[config.mk]
export PLATFORM = sky130hd
export DESIGN_NAME = srfa_div
export DESIGN_NICKNAME = d
export VERILOG_FILES = /design/src/design/srfa_pkg.sv /design/src/design/srfa_div.sv
export SDC_FILE = /design/constraint.sdc
export NUM_CORES = 1
export LEC_CHECK = 0
export ABC_AREA = 1
export BUFFER_PORTS_ARGS = -buffer_cell sky130_fd_sc_hd__buf_2
export CORE_AREA = 2 2 151 79
export CTS_BUF_LIST = sky130_fd_sc_hd__clkbuf_8 sky130_fd_sc_hd__clkbuf_16
export CTS_CLUSTER_SIZE = 24
export DETAILED_ROUTE_END_ITERATION = 10
export DIE_AREA = 0 0 153 81
export PLACE_DENSITY_LB_ADDON = 0.15
export SYNTH_ARGS = -nofsm -noshare
export SYNTH_HDL_FRONTEND = slang
export SYNTH_SLANG_ARGS = --single-unit
[constraint.sdc]
create_clock -name clk -period 2.4 [get_ports clk]
set_input_delay 0 -clock clk [delete_from_list [all_inputs] [get_ports clk]]
set_output_delay 0 -clock clk [all_outputs]
set_load 0.02 [all_outputs]
[src/design/srfa_pkg.sv]
package srfa_pkg;

  localparam int DEFAULT_ROW_COUNT = 16;

  // Cells per row and the index bits that select a cell within a row.
  localparam int BYTE_ROW_CELLS = 64;
  localparam int WORD_ROW_CELLS = 32;
  localparam int BYTE_IDX_W     = 6;
  localparam int WORD_IDX_W     = 5;

  localparam int BYTE_W = 8;
  localparam int WORD_W = 16;

  // The divider always works on full words; byte operands are zero-extended.
  localparam int DIV_W = WORD_W;

  localparam logic [BYTE_W-1:0] BYTE_MAX = 8'hFF;
  localparam logic [WORD_W-1:0] WORD_MAX = 16'hFFFF;

  typedef enum logic [3:0] {
    ACT_BYTE_ADD  = 4'd0,
    ACT_BYTE_SUB  = 4'd1,
    ACT_BYTE_MUL  = 4'd2,
    ACT_BYTE_DIV  = 4'd3,
    ACT_BYTE_MOD  = 4'd4,
    ACT_BYTE_AND  = 4'd5,
    ACT_BYTE_OR   = 4'd6,
    ACT_BYTE_XOR  = 4'd7,
    ACT_WORD_ADD  = 4'd8,
    ACT_WORD_SUB  = 4'd9,
    ACT_WORD_MUL  = 4'd10,
    ACT_WORD_DIV  = 4'd11,
    ACT_WORD_MOD  = 4'd12,
    ACT_LOAD_BYTE = 4'd13,
    ACT_LOAD_WORD = 4'd14
  } action_t;

  typedef enum logic [2:0] {
    S_CLEAR,
    S_IDLE,
    S_EXEC,
    S_DIVIDE,
    S_FINISH
  } state_t;

endpackage

[src/design/srfa_div.sv]
module srfa_div
  import srfa_pkg::*;
(
  input  logic             clk,
  input  logic             rst,
  input  logic             start,
  input  logic [DIV_W-1:0] dividend,
  input  logic [DIV_W-1:0] divisor,
  output logic             done,
  output logic [DIV_W-1:0] quotient,
  output logic [DIV_W-1:0] remainder
);

  localparam int CNT_W = $clog2(DIV_W);

  logic             busy;
  logic [CNT_W-1:0] count;
  logic [DIV_W-1:0] dvs;
  logic [DIV_W-1:0] rem_next;
  logic [DIV_W-1:0] quo_next;

  // One restoring step per cycle. A zero divisor needs no special case:
  // every trial subtraction succeeds, so the quotient ends as all ones and
  // the remainder as the dividend.
  always_comb begin
    logic [DIV_W:0] shifted;
    logic           fits;
    shifted  = {remainder, quotient[DIV_W-1]};
    fits     = shifted >= {1'b0, dvs};
    rem_next = fits ? DIV_W'(shifted - {1'b0, dvs}) : shifted[DIV_W-1:0];
    quo_next = {quotient[DIV_W-2:0], fits};
  end

  always_ff @(posedge clk) begin
    if (rst) begin
      busy <= 1'b0;
      done <= 1'b0;
    end else begin
      done <= 1'b0;
      if (start) begin
        busy <= 1'b1;
      end else if (busy && count == '0) begin
        busy <= 1'b0;
        done <= 1'b1;
      end
    end
  end

  always_ff @(posedge clk) begin
    if (start) begin
      remainder <= '0;
      quotient  <= dividend;
      dvs       <= divisor;
      count     <= CNT_W'(DIV_W - 1);
    end else if (busy) begin
      remainder <= rem_next;
      quotient  <= quo_next;
      count     <= count - 1'b1;
    end
  end

endmodule

==> metrics.cfg, run 1 <==
[route]
viasPerCell = 4.36
finalWirelength_um = 9390
ant_nets = 0
vias = 3024
drc_errors = 0
wl_per_cell_um = 13.5
dr.first_iter.drc_count = 202
drtPass1Iterations = 5

[power]
p_leak_nw = 2.24
ir_drop_mv = 0.257
power_density_nw_per_um2 = 517

[global_route]
grt_max_degree = 25
use_met3 = 0.0438
met1_usage = 0.255
grt.total_usage = 0.154
grt_remaining_overflow = 0
grt_pass1_vias = 2694
antenna_found_initial = 0
grt_first_pass_wirelength_um = 14500
grt_busiest_layer = met1
met2_usage = 0.184

[cells_and_area]
final_common_cell = nand2_1
area_delta_synth_final_pct = 30.5
final_cell_area_um2 = 4270
diodes = 0
multiInputGateArea_um2 = 1540
drive_gt1_frac = 0.178
final_cells = 694
regArea_um2 = 1400
fillers = 1186
mostFrequentLayoutCells = nand2_1 (166), inv_1 (71), buf_2 (67), nand3_1 (41), edfxtp_1 (32)
layout.nets = 597

[sta]
min_period_ns = 2.17
setup_ws_ns = 0.229
final.period_utilization = 0.905
drv_slew = 0
timing.final.hold_violations = 0
slew_headroom = 0.627
final-setup-viol-count = 0
rsz0062_at_grt = no
max_freq_mhz = 461
setup_tns_ns = 0
clock_skew_ns = 0.00817
hold_ws_ns = 0.0643
tightest_slew_ns = 0.556

[logic_synthesis]
async_reset_ff_frac = 0
syn_nets = 493
yosysSeqAreaShare = 0.428
ys_ff_latch = 54
ys_types = 35
yosys_warnings = 0
syn_avg_cell_area_um2 = 7.45
synthFlopType = edfxtp_1
synth_edf_count = 32
synthCells = 439
syn_area_um2 = 3270

[die]
die_width_um = 153
fp-row-count = 28
die_h_um = 81
die_area_um2 = 12400
core-area_um2 = 11300
floorplan.initialDensity = 0.289
io_pins = 68

[flow_run]
drv_cap = 0

[clocking]
post_cts_buffers = 0
cts_tree = yes
cts_sinks = 54
cts_made_buffers = 5
cts_max_level = 2
clk_latency_ns = 0.31
clkTransAtPathRegs_ns = 0.07
clockBufferDepth = 2
clock-root-buffer = clkbuf_16

[placement]
hpwl_um = 7120
pre_cts_slack_ns = 0.235
port_buffers = 67
dp.cells = 655
dpl_cell_area_um2 = 3810
place_congestion = 0.900

[critical_path]
path_class = register to register
critPathMaxStageDelay_ns = 0.34
path_cells = inv_1 > ha_1 > inv_1 > nor2_1 > nand3_1 > nor2_1 > nand2_4 > nand2_4 > nand2_1 > nand3_1 > o21ai_0
rrSetupSlack_ns = 0.23
cp_max_fo = 18
endpoint_kind = register
cp_data_arrival_time_ns = 2.35
slowest_stage = edfxtp_1
required_ns = 2.58
worstSetupStartpointType = register

[worst_hold_path]
hold_class = input pin to register

[status]
status = finished, final reports clean

## routing by layer
layer	part of all wire	vias up
li1	-	1593
met1	0.60	1332
met2	0.32	90
met3	0.065	9
met4	0.0077	0
met5	0	-
## synthesized netlist by cell type, drive strengths merged, types with 2 or more instances
master / n / area, um2
nand3: 44 / 235
nor2: 23 / 98.8
ha: 18 / 225
clkinv: 3 / 11.3
nand3b: 7 / 52.6
xnor2: 5 / 43.8
buf: 4 / 35.0
o21bai: 2 / 15.0
clkbuf: 3 / 11.3
nand2: 169 / 652
edfxtp: 32 / 961
a21oi: 8 / 43.8
inv: 73 / 274
dfxtp: 22 / 440
nor3: 2 / 10.0
o21ai: 13 / 76.3
nand4: 4 / 25.0
## cell families after synthesis
family / count (synthesis) / share of synthesized area
compound gates: 25 / 0.0455
simple gates: 252 / 0.334
buf+inv: 83 / 0.101
xor+xnor: 6 / 0.0161
fa+ha+maj: 19 / 0.0750
flops: 54 / 0.428
## registers in the layout, indices dropped and copies added (netlist names)
| signal | flops |
|---|---|
| quotient | 16 |
| busy | 1 |
| dvs | 16 |
| count | 4 |
| remainder | 16 |
| done | 1 |
## stage by stage
step,utilization,power [mW]
2_1_floorplan,-,1.30
3_3_place_gp,0.336,1.43
3_5_place_dp,0.336,1.43
4_1_cts,0.377,2.24
5_1_grt,0.377,2.32
6_report,0.377,2.21
## worst paths after layout
| path | from | to | cells past startpoint |
|---|---|---|---|
| setup reg to reg | dvs[15] | remainder[2] | 11 |
| setup / recovery | dvs[15] | remainder[2] | 11 |
| hold / removal | dividend[15] | quotient[15] | 3 |
| hold reg to reg | count[3] | count[3] | 1 |
## cell type report
class	count	area share
multi-input combinational	302	0.361
inverter	76	0.0668
tap	150	0.0440
clock buffer	5	0.0293
clock inverter	3	0.00557
sequential	54	0.328
timing repair buffer	104	0.165
## where the power goes
| part | switching [mW] | total (mW) | leakage (nW) | internal, mW |
|---|---|---|---|---|
| sequential | 0.0253 | 1.07 | 0.499 | 1.05 |
| combinational | 0.226 | 0.374 | 1.68 | 0.148 |
| clock | 0.368 | 0.760 | 0.0664 | 0.392 |
| total | 0.620 | 2.21 | 2.24 | 1.59 |
## worst max-delay path, delay by kind of cell (launching register included)
family / cells / cell delay, ns
AOI/OAI and AO/OA: 1 / 0.08
buffers and inverters: 2 / 0.11
and+or+nand+nor: 7 / 1.18
DFF: 1 / 0.34
adders and majority gates: 1 / 0.33
## repair_timing
| item | 4_1_cts | 5_1_grt |
|---|---|---|
| setup endpoints to repair | 0 | 1 |
| gates resized for setup | 0 | 1 |
| endpoints found under the hold margin | 32 | 0 |
| hold buffers | 31 | 0 |
(Power assumes the default switching activity.)
==> run 2: changes to the inputs <==
- BUFFER_PORTS_ARGS: -buffer_cell sky130_fd_sc_hd__buf_2 -> -buffer_cell sky130_fd_sc_hd__buf_4
- CAP_MARGIN: unset -> 20
==> run 2 against run 1 <==
- critical path depth decreased by 1
- global-route usage decreased by 0.47 points
- die area unchanged
- via count increased by 0.56%
- core utilization increased by 1.7 points
- clock skew decreased by 0.0028 ns
- first-iteration DRC count decreased by 12%
- worst hold slack got worse by 0.054 ns
- combinational power increased by 8.8%
- total power increased by 5.1%
- critical path type unchanged
==> metrics.cfg, run 2 (synthesis gave the netlist of run 1 again) <==
[critical_path]
cp_max_fo = 16  ; was 18
crit_path_start = remainder[13]  ; was dvs[15]
crit_top_cell = nand2_1
endpoint_kind = register  ; unchanged
rr_worst_depth = 10  ; was 11
worstSetupStartpointType = register  ; unchanged
required_ns = 2.62  ; was 2.58 ns
path_class = register to register  ; unchanged
rr_startpoint = remainder[13]  ; was dvs[15]
critPathMaxStageDelay_ns = 0.38  ; was 0.34 ns
cp_data_arrival_time_ns = 2.38  ; was 2.35 ns
slowest_stage = ha_1  ; was edfxtp_1
path_cells = ha_1 > nand2_1 > nand2_1 > a21oi_2 > o21ai_2 > nor2_4 > nand2_4 > nand2_1 > nand3_1 > o21ai_0  ; was inv_1 > ha_1 > inv_1 > nor2_1 > nand3_1 > nor2_1 > nand2_4 > nand2_4 > nand2_1 > nand3_1 > o21ai_0

[route]
vias = 3041  ; was 3024
viasPerCell = 4.37  ; was 4.36
drc_errors = 0  ; unchanged
ant_nets = 0  ; unchanged
dr.first_iter.drc_count = 178  ; was 202
drtPass1Iterations = 4  ; was 5
finalWirelength_um = 9210  ; was 9390 um
wl_per_cell_um = 13.2  ; was 13.5 um

[global_route]
grt_max_degree = 39  ; was 25
grt_pass1_vias = 2628  ; was 2694
antenna_found_initial = 0  ; unchanged
grt_first_pass_wirelength_um = 14200  ; was 14500 um
grt.total_usage = 0.149  ; was 0.154
grt_remaining_overflow = 0  ; unchanged

[worst_hold_path]
hold_class = input pin to register  ; unchanged
hp-start = dividend[15]  ; unchanged
hold_path_depth = 3  ; unchanged

[sta]
setup_ws_ns = 0.242  ; was 0.229 ns
drv_slew = 0  ; unchanged
max_freq_mhz = 463  ; was 461 MHz
hold_ws_ns = 0.0106  ; was 0.0643 ns
timing.final.hold_violations = 0  ; unchanged
tightest_slew_ns = 0.481  ; was 0.556 ns
final-setup-viol-count = 0  ; unchanged
min_period_ns = 2.16  ; was 2.17 ns
rsz0062_at_grt = no  ; unchanged
setup_tns_ns = 0  ; unchanged
slew_headroom = 0.680  ; was 0.627
clock_skew_ns = 0.00534  ; was 0.00817 ns
final.period_utilization = 0.899  ; was 0.905

[power]
p_seq_frac = 0.463  ; was 0.486
p_clk_frac = 0.362  ; was 0.345
swShare = 0.259  ; was 0.281
p_leak_nw = 2.30  ; was 2.24 nW
power_density_nw_per_um2 = 520  ; was 517 nW/um2
share_comb_of_total_power = 0.176  ; was 0.170
net-switching-power_uw = 601  ; was 620 uW
ir_drop_mv = 0.281  ; was 0.257 mV
internal_power_mw = 1.72  ; was 1.59 mW

[cells_and_area]
final_core_util = 0.394  ; was 0.377
fillers = 1200  ; was 1186
regArea_um2 = 1400  ; unchanged
mostFrequentLayoutCells = nand2_1 (166), buf_4 (75), inv_1 (72), nand3_1 (41), edfxtp_1 (32)  ; was nand2_1 (166), inv_1 (71), buf_2 (67), nand3_1 (41), edfxtp_1 (32)
multiInputGateArea_um2 = 1540  ; unchanged
largestRegisters = dvs (16), quotient (16), remainder (16)  ; unchanged
drive_gt1_frac = 0.179  ; was 0.178
layout.nets = 599  ; was 597
area_delta_synth_final_pct = 36.2  ; was 30.5%
diodes = 0  ; unchanged
final_common_cell = nand2_1  ; unchanged

[clocking]
post_cts_buffers = 0  ; unchanged
cts_max_level = 2  ; unchanged
cts_tree = yes  ; unchanged
cts_made_buffers = 5  ; unchanged
clock-root-buffer = clkbuf_16  ; unchanged
clk_latency_ns = 0.30  ; was 0.31 ns
clockBufferDepth = 2  ; unchanged
clkTransAtPathRegs_ns = 0.07  ; about the same
cts_sinks = 54  ; unchanged

[placement]
port_buffers = 67  ; unchanged
hpwl_um = 6980  ; was 7120 um
pre_cts_slack_ns = 0.222  ; was 0.235 ns
place_congestion = 0.886  ; was 0.900

[die]
core-area_um2 = 11300  ; unchanged
die_width_um = 153  ; unchanged
die_h_um = 81  ; unchanged
die_area_um2 = 12400  ; unchanged
io_pins = 68  ; unchanged
fp-row-count = 28  ; unchanged
floorplan.initialDensity = 0.289  ; unchanged

[status]
status = finished, final reports clean  ; unchanged

[flow_run]
drv_cap = 0  ; unchanged

==> run 2: changes by cell type in the layout (fill, tap and decap cells not counted), sizes merged <==
cell,delta
buf,+2
clkinvlp,-1
bufinv,+1
==> run 2: path summary, 6_finish.rpt <==
path	to	slack [ns]
worst min register to register	count[3]	0.48
worst max-delay path	remainder[5]	0.24
worst max register to register	remainder[5]	0.24
worst min-delay path	quotient[15]	0.01
==> run 2: cell type report <==
type	instances	share of cell area
tap	150	0.0421
inverter	76	0.0640
clock buffer	5	0.0281
sequential	54	0.314
timing repair buffer	106	0.196
clock inverter	3	0.00926
multi-input combinational	302	0.346
==> run 2: repair_timing <==
action / in CTS / in global routing
endpoints found under the hold margin: 32 / 0
gates resized for setup: 0 / 1
setup endpoints to repair: 0 / 1
hold buffers: 31 / 0
==> run 2: per-stage QoR <==
stage	power, mW	area [um2]	instances
floorplan	1.30	3270	439
global placement	1.46	3980	657
detailed placement	1.46	3980	657
CTS	2.34	4450	696
global route	2.43	4460	696
finish	2.32	4460	696
==> run 2: worst max-delay path, delay by kind of cell, from the launching register on <==
| kind | cells | cell delay, ns |
|---|---|---|
| AND/OR/NAND/NOR | 6 | 0.95 |
| AO/OA/AOI/OAI | 3 | 0.38 |
| adder cells (fa/ha/maj) | 1 | 0.38 |
| flip-flops | 1 | 0.35 |
==> run 2: power groups by stage <==
stage / registers, mW / clock network [mW] / logic, mW
6_report: 1.07 / 0.838 / 0.407
5_1_grt: 1.08 / 0.899 / 0.452
4_1_cts: 1.07 / 0.861 / 0.408
3_5_place_dp: 1.09 / 0 / 0.367
3_3_place_gp: 1.09 / 0 / 0.367
2_1_floorplan: 1.13 / 0 / 0.172
==> run 2: routing by layer <==
metal	wire (um)	vias to the layer above	part of all wire	GRT usage
met2	3030	100	0.33	0.181
li1	-	1603	-	-
met5	0	-	0	0
met4	58	0	0.0063	0.0315
met1	5350	1333	0.58	0.246
met3	771	5	0.084	0.0406
